`src/hw/rtl/gsp_pkg.sv`:
```
// Shared types, widths, register indexes and reset values for the
// gain-scheduled PID steering block. No dependencies.

package gsp_pkg;

    localparam int ERR_W      = 16;   // track error, signed Q8.8
    localparam int MAG_W      = 17;   // |error|, unsigned Q9.8
    localparam int DIFF_W     = 17;   // error difference, signed
    localparam int SUM_W      = 32;   // running error sum, signed
    localparam int GAIN_W     = 24;   // gains, unsigned Q8.16
    localparam int THR_W      = 15;   // thresholds, unsigned Q7.8
    localparam int CMD_W      = 16;   // steering command, signed Q2.14
    localparam int CFG_IDX_W  = 3;
    localparam int CFG_DATA_W = 24;

    localparam int MUL_A_W = GAIN_W + 1;
    localparam int MUL_B_W = SUM_W;
    localparam int PROD_W  = MUL_A_W + MUL_B_W;
    localparam int ACC_W   = PROD_W + 1;

    // Interpolation divider: quotient bits retired per cycle
    localparam int DIV_STEP   = 4;
    localparam int DIV_CYCLES = GAIN_W / DIV_STEP;

    localparam int QUEUE_DEPTH_DEF = 2;

    localparam logic [CFG_IDX_W-1:0] REG_KP_MIN   = 3'd0;
    localparam logic [CFG_IDX_W-1:0] REG_KP_MAX   = 3'd1;
    localparam logic [CFG_IDX_W-1:0] REG_KI_MIN   = 3'd2;
    localparam logic [CFG_IDX_W-1:0] REG_KI_MAX   = 3'd3;
    localparam logic [CFG_IDX_W-1:0] REG_KD_MIN   = 3'd4;
    localparam logic [CFG_IDX_W-1:0] REG_KD_MAX   = 3'd5;
    localparam logic [CFG_IDX_W-1:0] REG_THR_LOW  = 3'd6;
    localparam logic [CFG_IDX_W-1:0] REG_THR_HIGH = 3'd7;

    localparam logic [GAIN_W-1:0] KP_MIN_RST   = 24'd5243;
    localparam logic [GAIN_W-1:0] KP_MAX_RST   = 24'd10486;
    localparam logic [GAIN_W-1:0] KI_MIN_RST   = 24'd66;
    localparam logic [GAIN_W-1:0] KI_MAX_RST   = 24'd131;
    localparam logic [GAIN_W-1:0] KD_MIN_RST   = 24'd65536;
    localparam logic [GAIN_W-1:0] KD_MAX_RST   = 24'd131072;
    localparam logic [THR_W-1:0]  THR_LOW_RST  = 15'd51;
    localparam logic [THR_W-1:0]  THR_HIGH_RST = 15'd307;

    localparam logic signed [CMD_W-1:0] CMD_POS_ONE = 16'sd16384;
    localparam logic signed [CMD_W-1:0] CMD_NEG_ONE = -16'sd16384;
    localparam logic signed [ACC_W-1:0] ACC_POS_ONE = ACC_W'(64'sd16777216);
    localparam logic signed [ACC_W-1:0] ACC_NEG_ONE = ACC_W'(-64'sd16777216);

    typedef enum logic [1:0] {
        ZONE_LOW,
        ZONE_MID,
        ZONE_HIGH
    } zone_t;

    typedef struct packed {
        logic [GAIN_W-1:0] kp_min;
        logic [GAIN_W-1:0] kp_max;
        logic [GAIN_W-1:0] ki_min;
        logic [GAIN_W-1:0] ki_max;
        logic [GAIN_W-1:0] kd_min;
        logic [GAIN_W-1:0] kd_max;
        logic [THR_W-1:0]  thr_low;
        logic [THR_W-1:0]  thr_high;
    } cfg_t;

    typedef struct packed {
        logic signed [ERR_W-1:0]  err;
        logic signed [DIFF_W-1:0] diff;
        logic signed [SUM_W-1:0]  sum;
        zone_t                    zone;
        logic [THR_W-1:0]         offset;   // |error| - low threshold, mid zone only
    } job_t;

endpackage

```
`src/hw/rtl/gsp_queue.sv`:
```
// Short job queue between front and back end, register based.
// Depends on gsp_pkg.

module gsp_queue import gsp_pkg::*; #(
    parameter int DEPTH = QUEUE_DEPTH_DEF
) (
    input  logic clk,
    input  logic rst_n,
    input  logic push,
    input  job_t push_job,
    input  logic pop,
    output job_t head_job,
    output logic full,
    output logic empty
);

    localparam int PTR_W = (DEPTH > 1) ? $clog2(DEPTH) : 1;
    localparam int CNT_W = $clog2(DEPTH + 1);

    job_t             slot_reg [DEPTH];
    logic [PTR_W-1:0] wr_ptr_reg, wr_ptr_next;
    logic [PTR_W-1:0] rd_ptr_reg, rd_ptr_next;
    logic [CNT_W-1:0] count_reg, count_next;

    assign full     = (count_reg == CNT_W'(DEPTH));
    assign empty    = (count_reg == '0);
    assign head_job = slot_reg[rd_ptr_reg];

    always_comb
    begin
        wr_ptr_next = wr_ptr_reg;
        rd_ptr_next = rd_ptr_reg;
        count_next  = count_reg;
        if (push)
            wr_ptr_next = (wr_ptr_reg == PTR_W'(DEPTH - 1)) ? '0 : wr_ptr_reg + 1'b1;
        if (pop)
            rd_ptr_next = (rd_ptr_reg == PTR_W'(DEPTH - 1)) ? '0 : rd_ptr_reg + 1'b1;
        if (push && !pop)
            count_next = count_reg + 1'b1;
        else if (pop && !push)
            count_next = count_reg - 1'b1;
    end

    always_ff @(posedge clk)
    begin
        if (push)
            slot_reg[wr_ptr_reg] <= push_job;
    end

    always_ff @(posedge clk or negedge rst_n)
    begin
        if (!rst_n)
        begin
            wr_ptr_reg <= '0;
            rd_ptr_reg <= '0;
            count_reg  <= '0;
        end
        else
        begin
            wr_ptr_reg <= wr_ptr_next;
            rd_ptr_reg <= rd_ptr_next;
            count_reg  <= count_next;
        end
    end

endmodule

```
`config.mk`:
```
export PLATFORM = sky130hd
export DESIGN_NAME = gsp_queue
export DESIGN_NICKNAME = d
export VERILOG_FILES = /design/src/hw/rtl/gsp_pkg.sv /design/src/hw/rtl/gsp_queue.sv
export SDC_FILE = /design/constraint.sdc
export NUM_CORES = 1
export LEC_CHECK = 0
export ABC_AREA = 1
export BUFFER_PORTS_ARGS = -buffer_cell sky130_fd_sc_hd__clkbuf_2
export CORE_MARGIN = 5
export CORE_UTILIZATION = 52
export CTS_CLUSTER_DIAMETER = 50
export DETAILED_ROUTE_END_ITERATION = 8
export PLACE_DENSITY = 0.79
export SYNTH_ARGS = -nofsm -noshare
export SYNTH_HDL_FRONTEND = slang
export SYNTH_SLANG_ARGS = --single-unit
```
`constraint.sdc`:
```
create_clock -name clk -period 6 [get_ports clk]
set_clock_uncertainty 0.15 [all_clocks]
set_input_delay 1.2 -clock clk [delete_from_list [all_inputs] [get_ports clk]]
set_output_delay 1.2 -clock clk [all_outputs]
set_load 0.01 [all_outputs]
```
======== Yosys cells after proc, flatten, opt, wreduce, memory -nomap -nowiden ========
Memories as Yosys holds them, arrays and structs flattened.
Index checks and enable logic that the tools add are counted.
W data, S select, Z words.
operators by class
  add/subtract/negate cells ............... 4
  eq/ne operators ......................... 1
  muxes and demuxes ....................... 6
  reduce and logical (&&, ||, !) cells .... 6
operators with widths
  cell                   number
  $mux W1                4
  $mux W2                2
  $add A1 B1 Y1 const B  2
  $add A2 B1 Y2 const B  1
  $eq A2 B2 Y1 const B   1
  $logic_and A1 B1 Y1    2
  $logic_not A1 Y1       2
  $logic_not A2 Y1       1
  $reduce_bool A2 Y1     1
  $sub A2 B1 Y2 const B  1
storage, ports and cells
  flip-flop bits (word level) ............. 4
  bits in writable memories ............... 164
  output and inout bits ................... 84
  logic and storage cells ................. 21
  memories kept ........................... 1
memory list
  memory    depth  width  read ports  clocked after memory_dff  write ports  line             RTL
  slot_reg  2      82     1           0                         1            gsp_queue.sv:20  job_t slot_reg [DEPTH];

======== Longest topological paths before layout ========
Gate-level depths: netlist (run 1).
  word-level depth ........................ 4
  depth in mapped cells ................... 7

======== Least setup slack after synthesis (run 1) ========
No wires, ideal clock.
  path type ............................... in2reg
  start ................................... in push
  end ..................................... mem slot_reg[0][0] (netlist name), enable pin
  arrival time ............................ 4.675 ns
  data required time ...................... 5.325 ns
  path slack .............................. 0.650 ns
  cell stages on the path ................. 2
  buffers on the path ..................... 0
  cells stage by stage .................... inv_1 nor2_1
between the ends
  longest elaborated chain between the ends .. 2
RTL lines
  item                           line             RTL
  start: declaration             gsp_queue.sv:9   input logic push,
  $mux W1                        gsp_queue.sv:46  if (push)
  $mux W1 (implied by the code)  gsp_queue.sv:47  slot_reg[wr_ptr_reg] <= push_job;
  end: declaration               gsp_queue.sv:20
No other way between the ends.

==> impl_results.md, run 1 <==
- Status: completed
- EDFF count, synth: 164
- Syn Inst Count: 280
- Syn Nets: about 370
- Clock power frac: 29.1%
- CP Cell Sequence: buf_4 -> mux2_2 -> clkbuf_2
- Synth warn: 0
- Antenna cell count: 0
- Vias in the first global route: about 3,400
- Syn Std Cell Area: 6474 um^2
- Syn_area_per_cell: approximately 23 um^2
- Post-Route WL: 11,180 um
- Async set-reset flop share out of synthesis: under 10%
- Multi-input gate area: approximately 1300 um^2
- Setup slack after layout: 2562 ps
- Synthesis-to-layout area growth: 24.55%
- VDD IR max: roughly 0.00032 V
- H-tree levels: 4
- Hold Buf Count CTS: 0
- Crit path capture type: output pin
- Crit path launch type: flip-flop
- Post-CTS Resized: 0
- Die width: approximately 120 um
- Die Y: roughly 120 um
- Commonest non-fill, non-tap cell in the layout: clkbuf_2
- Placer congestion estimate: 0.6998
- Leak: between 3 and 4 nW
- Crit-path max FO: 47
- Final count of hold timing violations: 0
- Place WS: between 2000 and 3000 ps
- Tmin final: approximately 3400 ps
- Row count: 40
- HPWL Detailed: between 7000 and 8000 um
- Layout cells sized above 1: about 60%
- First-pass DRT Iterations: 4
- Critical path class: reg -> out
- Largest cells by area after synthesis: edfxtp_1 76%, mux2_4 16%, buf_12 2.2%
- Pins Over Slew Limit: 0
- Synth Flop Type: edfxtp_1
- Clock latency on the worst-skew pair: 410 ps
- Post-synth cell types: 15
- Pwr dens: ~500 nW/um^2
- Final Instance Area: a little over 8000 um^2
- Top-area cell type share of the netlist area: 76.07%
- Die area: ~15,000 um^2
- Initial Util: between 50% and 60%
- Final TNS setup: 0 ps
- Placed Cells: ~610
- Routed vias: about 3,100
- Largest net degree at the start of global routing: 54
- CTS tree: built
- I/O pins: 170
- Num CTS Buffers: 17
- Max reg flops: approximately 160
- Setup repair bufs after CTS: 0
- Crit-path max cell delay: roughly 660 ps
- GR Overflow Total: 0
- Global-route usage over all layers: approximately 16%
- Normalized max-slew margin: 25.04%
- Min-delay worst type: reg -> reg
- Fin crit share: 57.30%
- Layout Cells excl Fill: about 640
- Residual DRC: 0
- Sw Share: a little over a quarter
- RSZ-0062 raised after global routing: no
- Critical path arrival: roughly 2100 ps
- Wire per inst: roughly 17 um
- Logic pwr share: approximately 30%
- Register area: a little over 5000 um^2
- Max-cap violations: 0
- Fmax: 290.9 MHz
- Routed Antenna Nets: 0
- Initial antenna violation count: 0
- Global-route wire length before repair: 17,250 um
- Fill cells: between 800 and 900
- CTS Root Cell: clkbuf_16
- Setup violators final: 0
- Via-to-Cell Ratio: just under 5
- Area of the core: between 10,000 and 15,000 um^2
- Worst-path clk slew: ~60 ps
- Clk sinks: approximately 170
- Sw power: between 0.001 and 0.0015 W
- Post-synthesis register bit count: between 150 and 200
- Post-synthesis sequential area ratio: roughly 78%
- Bufs on Longest Clock Path: 2
- Worst Path Required: 4650 ps
- P_int: about 0.0029 W
- Most frequent cells in the layout: 169 x clkbuf_2, 164 x edfxtp_1, 70 x mux2_4
- Area after DPL: roughly 7400 um^2
- Port Buffers: about 170
- Worst Tran Pin Value: approximately 1100 ps
- Fin util: around two thirds
- Final #Nets: 550
- Area leader, netlist: edfxtp_1
- DR iter-0 viols: around 240
- Crit path max-delay cell type: buf_4
- Sequential Power Share: between 40% and 50%
[cells in the mapped netlist (2+ instances only)]
master    instances
inv_1             7
mux2_2           12
nor2_1            3
mux2_4           70
xor2_1            2
dfrtp_1           4
nand2_1           5
edfxtp_1        164
buf_12            7
[logic make-up after synthesis]
kind of cell / Yosys count / share of synthesized area, %
flip-flops: 168 / 77.62
multiplexers: 82 / 18.32
buffers and inverters: 16 / 2.822
AND/OR/NAND/NOR: 10 / 0.6378
XOR/XNOR: 3 / 0.4059
adder cells (fa/ha/maj): 1 / 0.1932
[layout make-up]
class | count | share of cell area (%)
clock buffers | 18 | 5.323
flip-flops and latches | 168 | 62.37
inverters | 7 | 0.3414
well taps | 168 | 2.607
repair buffers | 173 | 11.02
clock inverters | 14 | 2.545
multi-input cells | 96 | 15.80
[worst paths after layout]
| kind | startpoint | to | slack [ps] | depth (start not counted) |
|---|---|---|---|---|
| max | rd_ptr_reg$_DFFE_PN0P_ | head_job[56] | 2560 | 3 |
| max reg2reg | wr_ptr_reg$_DFFE_PN0P_ | slot_reg[1][0]$_DFFE_PP_ | 3700 | 3 |
| max in group asynchronous | rst_n | rd_ptr_reg$_DFFE_PN0P_ | 5120 | 1 |
| min reg2reg | count_reg[1]$_DFFE_PN0P_ | count_reg[1]$_DFFE_PN0P_ | 370 | 2 |
| min in group asynchronous | rst_n | wr_ptr_reg$_DFFE_PN0P_ | 440 | 1 |
| min | count_reg[1]$_DFFE_PN0P_ | count_reg[1]$_DFFE_PN0P_ | 370 | 2 |
[critical path, delay by kind of cell, from the launching register on]
family | cells | cell delay (ps)
buffers and inverters | 2 | 790
flip-flops | 1 | 440
multiplexers | 1 | 410
[power groups by stage]
stage                     clock network, W  logic, W  registers, W
after floorplan                          0  0.000894       0.00165
after global placement                   0   0.00117       0.00164
after detailed placement                 0   0.00119       0.00165
after CTS                          0.00117   0.00119       0.00163
after global routing               0.00122   0.00124       0.00165
final                              0.00115   0.00116       0.00163
[per-stage QoR]
step	hold WS (ps)	total power, W
after floorplan	313.1	0.002541
after global placement	330.6	0.002813
after detailed placement	350.8	0.002841
after CTS	370.0	0.003993
after global routing	410.7	0.004117
final	372.3	0.003941
[metal layers]
metal / vias up / part of all wire [%] / track usage, %
met5: - / 0 / 0
met4: 0 / 1.6 / 6.232
met3: 15 / 7.2 / 5.060
met2: 117 / 50 / 25.49
met1: 1506 / 41 / 19.40
li1: 1466 / - / -
(Power assumes the default switching activity.)
==> inputs of run 2 (changes only) <==
- clock period: 6 -> 3.4 ns (I/O delays scaled with it)
==> run 2 against run 1 <==
Utilization down 0.19 points; final cell count up 0.62%; critical endpoint is now head_job[6]; die area unchanged; critical path depth unchanged; sequential power up 79%; first-iteration DRC count down 20%.
==> impl_results.md, run 2 (synthesized netlist as in run 1, its figures left out) <==
- Most frequent cells in the layout: 169 x clkbuf_2, 164 x edfxtp_1, 70 x mux2_4
- Port Buffers: 169 (unchanged)
- Max-cap violations: 0 (unchanged)
- Via-to-Cell Ratio: 4.802 (-0.36%)
- Crit path launch type: flip-flop
- Num CTS Buffers: 17 (unchanged)
- Post-Route WL: 11,240 um (+0.51%)
- Critical path class: reg -> out
- Sw power: 0.001846 W (+74%)
- Final TNS setup: 0 ps (unchanged)
- GRT met2 Usage: 26.63% (+1.1 points)
- Global-route usage over all layers: 15.91% (+0.31 points)
- Area of the core: 12,110 um^2 (unchanged)
- H-tree levels: 4 (unchanged)
- Critical path arrival: 1940 ps (-150 ps)
- Residual DRC: 0 (unchanged)
- Placer congestion estimate: 0.7163 (+2.4%)
- CTS Root Cell: clkbuf_16
- CTS tree: built
- RSZ-0062 raised after global routing: no
- Crit-path max FO: 50 (+6.4%)
- Place WS: 1024 ps (-1742 ps)
- Status: completed
- Routed Antenna Nets: 0 (unchanged)
- Tmin final: roughly 2800 ps
- Routed vias: 3,112 (+0.26%)
- Global-route wire length before repair: 17,540 um (+1.7%)
- Normalized max-slew margin: 56.87% (+32 points)
- Max reg flops: 164 (unchanged)
- Tot Pwr: 0.006724 W (+71%)
- Min-delay worst type: in -> reg
- Layout Cells excl Fill: 648 (+0.62%)
- Pins Over Slew Limit: 0 (unchanged)
- Worst Tran Pin Value: 645.4 ps (-476.3 ps)
- Initial antenna violation count: 0 (unchanged)
- Synthesis-to-layout area growth: 24.20%
- Placed Cells: 615 (+0.49%)
- Die width: 121.6 um (unchanged)
- Clock latency on the worst-skew pair: 400 ps (about the same)
- Leak: 3.307 nW (-0.22%)
- First-pass DRT Iterations: 4 (unchanged)
- GR Overflow Total: 0 (unchanged)
- Logic pwr share: 30.6% (+1.1 points)
- Die Y: 121.6 um (unchanged)
- Grt met3 use: 5.664% (+0.60 points)
- Die area: 14,780 um^2 (unchanged)
- Setup slack after layout: 625.3 ps (-1937 ps)
- Vias in the first global route: 3,454 (+2.2%)
- Wire per inst: 17.34 um (-0.11%)
- VDD IR max: 0.0004555 V (+41%)
- Final count of hold timing violations: 0 (unchanged)
- Crit path capture type: output pin
- Layout cells sized above 1: 59.38% (-0.92 points)
- Setup repair bufs after CTS: 0 (unchanged)
- Initial Util: 53.45% (unchanged)
- Fmax: about 360 MHz
- Setup violators final: 0 (unchanged)
- I/O pins: 170 (unchanged)
- Worst Path Required: 2570 ps (-2080 ps)
- Sw Share: 27.46% (+0.50 points)
- Met1 GRT Util: 18.89% (-0.51 points)
- HPWL Detailed: 7837 um (+4.4%)
- Antenna cell count: 0 (unchanged)
- Pwr dens: 836.3 nW/um^2 (+71%)
- Sequential Power Share: 43.4% (+2.1 points)
- Row count: 40 (unchanged)
- Largest net degree at the start of global routing: 51 (-5.6%)
- Fin crit share: between 80% and 90%
- DR iter-0 viols: 187 (-20%)
- Worst-path clk slew: 60 ps (about the same)
- Commonest non-fill, non-tap cell in the layout: clkbuf_2
- Worst hold slack: 305.7 ps (-66.54 ps)
- Clock power frac: 26.0% (-3.1 points)
- P_int: 0.004878 W (+69%)
- Final #Nets: 554 (+0.73%)
- GR peak layer: met2
- Bufs on Longest Clock Path: 2 (unchanged)
- Clk sinks: 168 (unchanged)
[run 2: cell types whose count changed in the layout (fill, tap and decap cells not counted)]
cell,change
clkinv_4,-2
dlygate4sd3_1,+1
buf_12,+3
clkbuf_1,+7
bufinv_16,-4
clkinv_1,-2
clkbuf_8,+3
clkinvlp_4,-2
[run 2: routing by layer]
layer  wire length [um]  part of all wire, %  vias to the layer above
met4                178                  1.6                        0
met1               4489                   40                     1505
li1                   -                    -                     1469
met3                923                  8.2                       12
met5                  0                    0                        -
met2               5643                   50                      126
[run 2: worst paths after layout]
| check | cells after the start | end | slack [ps] | start |
|---|---|---|---|---|
| setup / recovery | 3 | head_job[6] | 630 | rd_ptr_reg$_DFFE_PN0P_ |
| hold / removal | 1 | slot_reg[1][61]$_DFFE_PP_ | 310 | push_job[61] |
| setup reg to reg | 2 | slot_reg[0][8]$_DFFE_PP_ | 1630 | wr_ptr_reg$_DFFE_PN0P_ |
| hold reg to reg | 2 | count_reg[1]$_DFFE_PN0P_ | 390 | count_reg[1]$_DFFE_PN0P_ |
| max in group asynchronous | 2 | rd_ptr_reg$_DFFE_PN0P_ | 2480 | rst_n |
| min in group asynchronous | 2 | rd_ptr_reg$_DFFE_PN0P_ | 480 | rst_n |
[run 2: what timing repair did]
action,4_1_cts,5_1_grt
hold endpoints to repair,4,0
hold buffers,1,0
gates resized for setup,0,0
[run 2: final cells by class]
| cell class | count | area, um^2 |
|---|---|---|
| clock buffer | 28 | 496.7 |
| clock inverter | 4 | 45.04 |
| fill | 849 | 4071 |
| inverter | 7 | 27.53 |
| multi-input combinational | 96 | 1274 |
| sequential | 168 | 5029 |
| tap | 168 | 210.2 |
| timing repair buffer | 177 | 958.4 |
[run 2: metrics by stage]
step	util [%]	cell area, um^2
3_5_place_dp	61.83	7488
2_1_floorplan	-	6481
5_1_grt	66.38	8040
4_1_cts	66.38	8040
6_report	66.38	8040
3_3_place_gp	61.83	7488
[run 2: power by group through the flow]
stage	combinational [W]	sequential, W	clock, W
floorplan	0.00158	0.00289	0
global placement	0.00207	0.00293	0
detailed placement	0.00210	0.00296	0
CTS	0.00211	0.00292	0.00179
global route	0.00221	0.00295	0.00190
finish	0.00206	0.00292	0.00175
[run 2: critical path, stage by stage (launching register included)]
cell	delay (ps)
dfrtp_4	630
buf_12	360
mux2_4	350
clkbuf_2	140
